[src/sv/tcw_pkg.sv]
// Shared types and constants for the text console writer.
`timescale 1ns / 1ps
`default_nettype none

package tcw_pkg;

  localparam int COLS  = 80;
  localparam int ROWS  = 25;
  localparam int CELLS = COLS * ROWS;

  localparam int ROW_W  = 5;
  localparam int COL_W  = 7;
  localparam int ADDR_W = 11;
  localparam int MODE_W = 2;
  localparam int CHAR_W = 8;
  localparam int ATTR_W = 8;
  localparam int CELL_W = CHAR_W + ATTR_W;

  localparam logic [MODE_W-1:0] MODE_PUT   = 2'd0;
  localparam logic [MODE_W-1:0] MODE_CLEAR = 2'd1;
  localparam logic [MODE_W-1:0] MODE_READ  = 2'd2;

  localparam logic [CHAR_W-1:0] CH_NEWLINE = 8'd10;
  localparam logic [CHAR_W-1:0] CH_TAB     = 8'd9;
  localparam logic [CHAR_W-1:0] CH_SPACE   = 8'd32;
  localparam logic [ATTR_W-1:0] ATTR_RESET = 8'h0F;

  localparam logic [COL_W-1:0]  COL_LIMIT  = COL_W'(COLS);
  localparam logic [COL_W-1:0]  TAB_STEP   = COL_W'(4);
  localparam logic [ROW_W-1:0]  ROW_LAST   = ROW_W'(ROWS - 1);
  localparam logic [ADDR_W-1:0] ADDR_COLS  = ADDR_W'(COLS);
  localparam logic [ADDR_W-1:0] ADDR_CELLS = ADDR_W'(CELLS);
  localparam logic [ADDR_W-1:0] ADDR_LAST  = ADDR_W'(CELLS - 1);
  localparam logic [ADDR_W-1:0] COPY_END   = ADDR_W'(CELLS - COLS);

  typedef enum logic [3:0] {
    OP_NONE,
    OP_LOAD,
    OP_INIT,
    OP_CLEAR,
    OP_COPY,
    OP_FILL,
    OP_NEWLINE,
    OP_TAB,
    OP_WRITE,
    OP_READ
  } tcw_op_t;

  typedef enum logic [2:0] {
    ST_INIT,
    ST_IDLE,
    ST_DECODE,
    ST_COPY,
    ST_FILL,
    ST_WRITE,
    ST_CLEAR,
    ST_DONE
  } tcw_state_t;

  typedef struct packed {
    logic [MODE_W-1:0] mode;
    logic              is_newline;
    logic              is_tab;
    logic              row_last;
    logic              col_past;
    logic              sweep_last;
    logic              copy_last;
  } tcw_status_t;

endpackage

`default_nettype wire

[src/sv/tcw_ctrl.sv]
// Sequencer for the text console writer: decodes requests and runs memory sweeps.
`timescale 1ns / 1ps
`default_nettype none

module tcw_ctrl
  import tcw_pkg::*;
(
  input  wire logic        clk,
  input  wire logic        rst,
  input  wire logic        start,
  input  wire tcw_status_t status,
  output tcw_op_t          op,
  output logic             busy,
  output logic             done
);

  tcw_state_t state;
  tcw_state_t state_next;

  always_ff @(posedge clk) begin
    if (rst) begin
      state <= ST_INIT;
    end else begin
      state <= state_next;
    end
  end

  always_comb begin
    state_next = state;
    unique case (state)
      ST_INIT: begin
        if (status.sweep_last) state_next = ST_IDLE;
      end
      ST_IDLE: begin
        if (start) state_next = ST_DECODE;
      end
      ST_DECODE: begin
        priority if (status.mode == MODE_PUT) begin
          priority if (status.is_newline) begin
            state_next = status.row_last ? ST_COPY : ST_DONE;
          end else if (status.is_tab) begin
            state_next = ST_DONE;
          end else if (status.col_past) begin
            state_next = status.row_last ? ST_COPY : ST_WRITE;
          end else begin
            state_next = ST_DONE;
          end
        end else if (status.mode == MODE_CLEAR) begin
          state_next = ST_CLEAR;
        end else begin
          state_next = ST_DONE;
        end
      end
      ST_COPY: begin
        if (status.copy_last) state_next = ST_FILL;
      end
      ST_FILL: begin
        if (status.sweep_last) begin
          state_next = (status.is_newline) ? ST_DONE : ST_WRITE;
        end
      end
      ST_WRITE: state_next = ST_DONE;
      ST_CLEAR: begin
        if (status.sweep_last) state_next = ST_DONE;
      end
      ST_DONE:  state_next = ST_IDLE;
      default:  state_next = ST_IDLE;
    endcase
  end

  always_comb begin
    op   = OP_NONE;
    busy = 1'b1;
    done = 1'b0;
    unique case (state)
      ST_INIT: op = OP_INIT;
      ST_IDLE: begin
        busy = 1'b0;
        if (start) op = OP_LOAD;
      end
      ST_DECODE: begin
        priority if (status.mode == MODE_PUT) begin
          priority if (status.is_newline) begin
            op = status.row_last ? OP_NONE : OP_NEWLINE;
          end else if (status.is_tab) begin
            op = OP_TAB;
          end else if (status.col_past) begin
            op = status.row_last ? OP_NONE : OP_NEWLINE;
          end else begin
            op = OP_WRITE;
          end
        end else if (status.mode == MODE_READ) begin
          op = OP_READ;
        end else begin
          op = OP_NONE;
        end
      end
      ST_COPY:  op = OP_COPY;
      ST_FILL:  op = OP_FILL;
      ST_WRITE: op = OP_WRITE;
      ST_CLEAR: op = OP_CLEAR;
      ST_DONE:  done = 1'b1;
      default:  op = OP_NONE;
    endcase
  end

endmodule

`default_nettype wire

[config.mk]
export PLATFORM = sky130hd
export DESIGN_NAME = tcw_ctrl
export DESIGN_NICKNAME = d
export VERILOG_FILES = /design/src/sv/tcw_pkg.sv /design/src/sv/tcw_ctrl.sv
export SDC_FILE = /design/constraint.sdc
export NUM_CORES = 1
export LEC_CHECK = 0
export ABC_AREA = 1
export BUFFER_PORTS_ARGS = -buffer_cell sky130_fd_sc_hd__buf_4
export CAP_MARGIN = 20
export CORE_AREA = 4 4 41 43
export CTS_CLUSTER_SIZE = 10
export DETAILED_ROUTE_END_ITERATION = 6
export DIE_AREA = 0 0 45 47
export HOLD_SLACK_MARGIN = 0.12
export PLACE_DENSITY_LB_ADDON = 0.12
export SYNTH_ARGS = -nofsm -noshare
export SYNTH_HDL_FRONTEND = slang
export SYNTH_SLANG_ARGS = --single-unit
[constraint.sdc]
create_clock -name clk -period 1.4 [get_ports clk]
set_input_delay 0.21 -clock clk [delete_from_list [all_inputs] [get_ports clk]]
set_output_delay 0.21 -clock clk [all_outputs]
set_load 0.03 [all_outputs]
==> out/summary.md <==
The first global-routing pass estimated 1910 microns of wire. The endpoint required time on the critical path was 1.19 ns; the maximum number of pins on one net before global-route repair was 6. The number of global-route vias before repair was 477. After technology mapping, the gate count stands at 68.

The clock skew after layout came out at 0.00229 ns. The routed wire length per instance came out at 9.91 microns. The tools report the remaining global-route overflow as 0. Register with the highest flop count: state.

Synthesis instantiated 20 different standard cells from the library. Routability-driven placement finished with a final weighted congestion of 0.757. The critical path goes through inv_4, nor3_4, nand3b_1, o211ai_1, buf_4. Counting every net in the synthesized netlist gives 79. The hold path depth was 2. After detailed routing, the number of remaining DRC violations is 0. In this design, the stage delay of the slowest critical-path cell is 0.37 ns.

The final total power came out at 0.765 mW. For the final core area utilization, the log shows 50.0%. Prior to clock tree synthesis, the placed netlist has a worst setup slack of 0.0359 ns.

In this run the core area contains 13 standard-cell rows. The tools report the worst setup slack after layout as -0.0310 ns. After Yosys synthesis, and, or, nand and nor cells account for 45.8% of the synthesized area. The cts-stage hold buffer count came out at 0. Setup violations remaining at the end of the flow were counted as 4.

The floorplan step defined a die boundary enclosing 0.00212 sq mm. Setup repair after global routing could not meet its margin everywhere. The dominant combinational cell family by area after synthesis is simple AND/OR/NAND/NOR gates.

The logs give 0 for the initial antenna violation count and 0 for the number of slew-limit violations in the final report. CTS placed an instance of sky130_fd_sc_hd__clkbuf_4 at the clock tree root. The worst setup path is launched from a flop. At the pin with the least slew margin, the transition time is 0.244 ns. The flip-flop count of the largest register after layout came out at 3.

The run finished, with violations left. The slowest stage cell on the critical path is sky130_fd_sc_hd__dfxtp_4. At the later pin of the worst-skew pair, clock insertion delay measures 0.23 ns.

The tools report the number of warnings issued by yosys as 0. The share of the Yosys chip area taken by registers is 16.3%. Power spread over the standard cell area amounts to 1180 mW/mm^2.

Cells with a size suffix above 1 make up 45.3% of the layout. For the leakage power summed over all cells, the log shows 0.325 nW. The worst hold path class is primary input to flop.

The largest registers in the layout are state (3). The count of TritonRoute iterations in the first routing pass came out at 4. For the setup TNS after final layout, the log shows -0.0902 ns. Summing the areas of all fa, ha and maj instances in the mapped netlist gives 0% of the synthesized area. The share of cell area taken by muxes after synthesis was 0%; the maximum count of clock buffers along a single path was 2.

After legalization and detailed placement, the total HPWL measured 921 microns. Using the TritonRoute via totals, the vias-per-cell ratio works out to 4.55. Along the worst path, the maximum fanout reaches 4. The logs give 1.22 ns for the worst path arrival time and 3 for the clock sink count. The tools report the initial standard-cell utilization of the core as 28.4%.

The final reports fail on negative setup slack. Summing every instance area after synthesis gives 369 sq um. Once detail routing completed, the nets flagged for antenna violations numbered 0.

Wires add up to 1090 microns. The final critical path takes up 102% of the cycle. For this run, the total global-route usage over all layers was measured as 12.0%. From left edge to right edge, the die measures 45 microns. The flip-flop and latch count after synthesis came out at 3. After layout, the minimum clock period comes to 1.43 ns. Counting the buffers created by CTS gives 3. In this run the vertical extent of the chip is 47 microns.

The total area inside the core boundary comes to 0.00130 sq mm. The iteration-0 DRC count of the detailed router is 14, and the clock slew at the register clock pins of the worst setup and hold paths is 0.04 ns. The detailed-route via count is 500.

The antenna diode count is 0, and the share of the synthesized area in compound gates (AO/OA/AOI/OAI) is 23.7%. At the end of the flow, the number of nets in the layout was 107. The worst slew slack as a fraction of its limit came out at 83.6%. Static timing analysis puts the maximum clock frequency at 699 MHz.

The I/O pin count was 17; the total number of H-tree levels was 1. Input and output buffers added on the ports amount to 16. Across the run, the number of max-cap violations was 0. The worst hold-check slack is 0.139 ns. The cell count of the worst reg-to-reg path is 8. Kind of cell adding the most delay to the critical path: flip-flops.

The critical path class is flop to output pin. The count of buffering cells on the critical path with inverters included works out to 2. The average instance in the mapped netlist occupies 5.43 sq um. STA classifies the critical path endpoint as an output pin.

The critical path crosses 5 cells after its start point. The run gives 0 as the number of hold violations in the final report. From synthesis to final layout, the design area changed by 76.3%. The xor-xnor portion of the synthesized cell area is 0%. The worst-case IR drop observed on VDD is 0.473 mV. TritonCTS built the clock tree.
## worst reg2reg max path: stages (launching register included)
cell and delay (ns):
sky130_fd_sc_hd__dfxtp_4 0.35, sky130_fd_sc_hd__inv_2 0.11, sky130_fd_sc_hd__nor2_4 0.05, sky130_fd_sc_hd__buf_4 0.13
sky130_fd_sc_hd__nand3_1 0.06, sky130_fd_sc_hd__nand2_1 0.07, sky130_fd_sc_hd__nor2_2 0.13, sky130_fd_sc_hd__nand2_1 0.08
sky130_fd_sc_hd__a21oi_2 0.11
## repair_timing
item / in CTS / in global routing
setup buffers: 2 / 0
setup endpoints to repair: 5 / 4
resized for setup: 11 / 3
pin swaps: 1 / 1
## cell usage after synthesis, drive strengths merged
| library cell | n | share of area (%) |
|---|---|---|
| dfxtp | 3 | 16 |
| o211ai | 2 | 4.1 |
| nand3b | 1 | 2.0 |
| or2 | 1 | 1.7 |
| nand4 | 1 | 1.7 |
| o21ai | 1 | 1.4 |
| nand3 | 3 | 4.1 |
| nor3 | 2 | 4.1 |
| o221ai | 1 | 2.4 |
| a21oi | 8 | 12 |
| inv | 14 | 14 |
| nand2 | 21 | 23 |
| nor2 | 8 | 9.5 |
| a21boi | 2 | 4.1 |
## where the power goes
part	internal, mW	total, mW	switching [mW]
combinational	0.205	0.476	0.271
clock	0.107	0.148	0.0417
sequential	0.110	0.141	0.0304
total	0.422	0.765	0.343
## area by class of cell
| class | count | area (sq um) |
|---|---|---|
| clock buffer | 4 | 26.3 |
| inverter | 14 | 55.1 |
| multi-input combinational | 51 | 299 |
| sequential | 3 | 71.3 |
| timing repair buffer | 23 | 180 |
| fill | 135 | 651 |
| tap | 15 | 18.8 |
## final timing paths
check / start / slack [ns] / to
max reg2reg: state[0]$_SDFFE_PP0P_ / 0.24 / state[1]$_SDFFE_PP0P_
min: rst / 0.14 / state[1]$_SDFFE_PP0P_
min reg2reg: state[0]$_SDFFE_PP0P_ / 0.70 / state[1]$_SDFFE_PP0P_
max: state[1]$_SDFFE_PP0P_ / -0.03 / op[2]
## cell families (layout without fill, tap and decap cells)
kind of cell | Yosys count | after routing
and+or+nand+nor | 37 | 37
DFF | 3 | 3
buffers and inverters | 14 | 41
AOI/OAI and AO/OA | 14 | 14
## cell usage in the layout, fill, tap and decap left out, drive strengths merged
cell type,n
buf,23
nand2,21
inv,14
a21oi,8
nor2,8
clkbuf,4
nand3,3
dfxtp,3
o211ai,2
nor3,2
a21boi,2
o21ai,1
nand3b,1
o221ai,1
nand4,1
or2,1
## through the flow
stage / std cells / instance area, sq um
floorplan: 68 / 390
CTS: 110 / 641
finish: 110 / 651
detailed placement: 104 / 567
global placement: 104 / 567
global route: 110 / 651
## layer usage
layer / vias up / share of wire [%] / track usage, % / wire length, microns
met5: - / 0 / 0 / 0
met4: 0 / 0 / 3.51 / 0
met3: 0 / 6.9 / 1.15 / 75
met2: 16 / 49 / 21.5 / 534
met1: 210 / 44 / 15.2 / 480
li1: 274 / - / - / -
No activity file was read; power rests on OpenSTA's default activity.
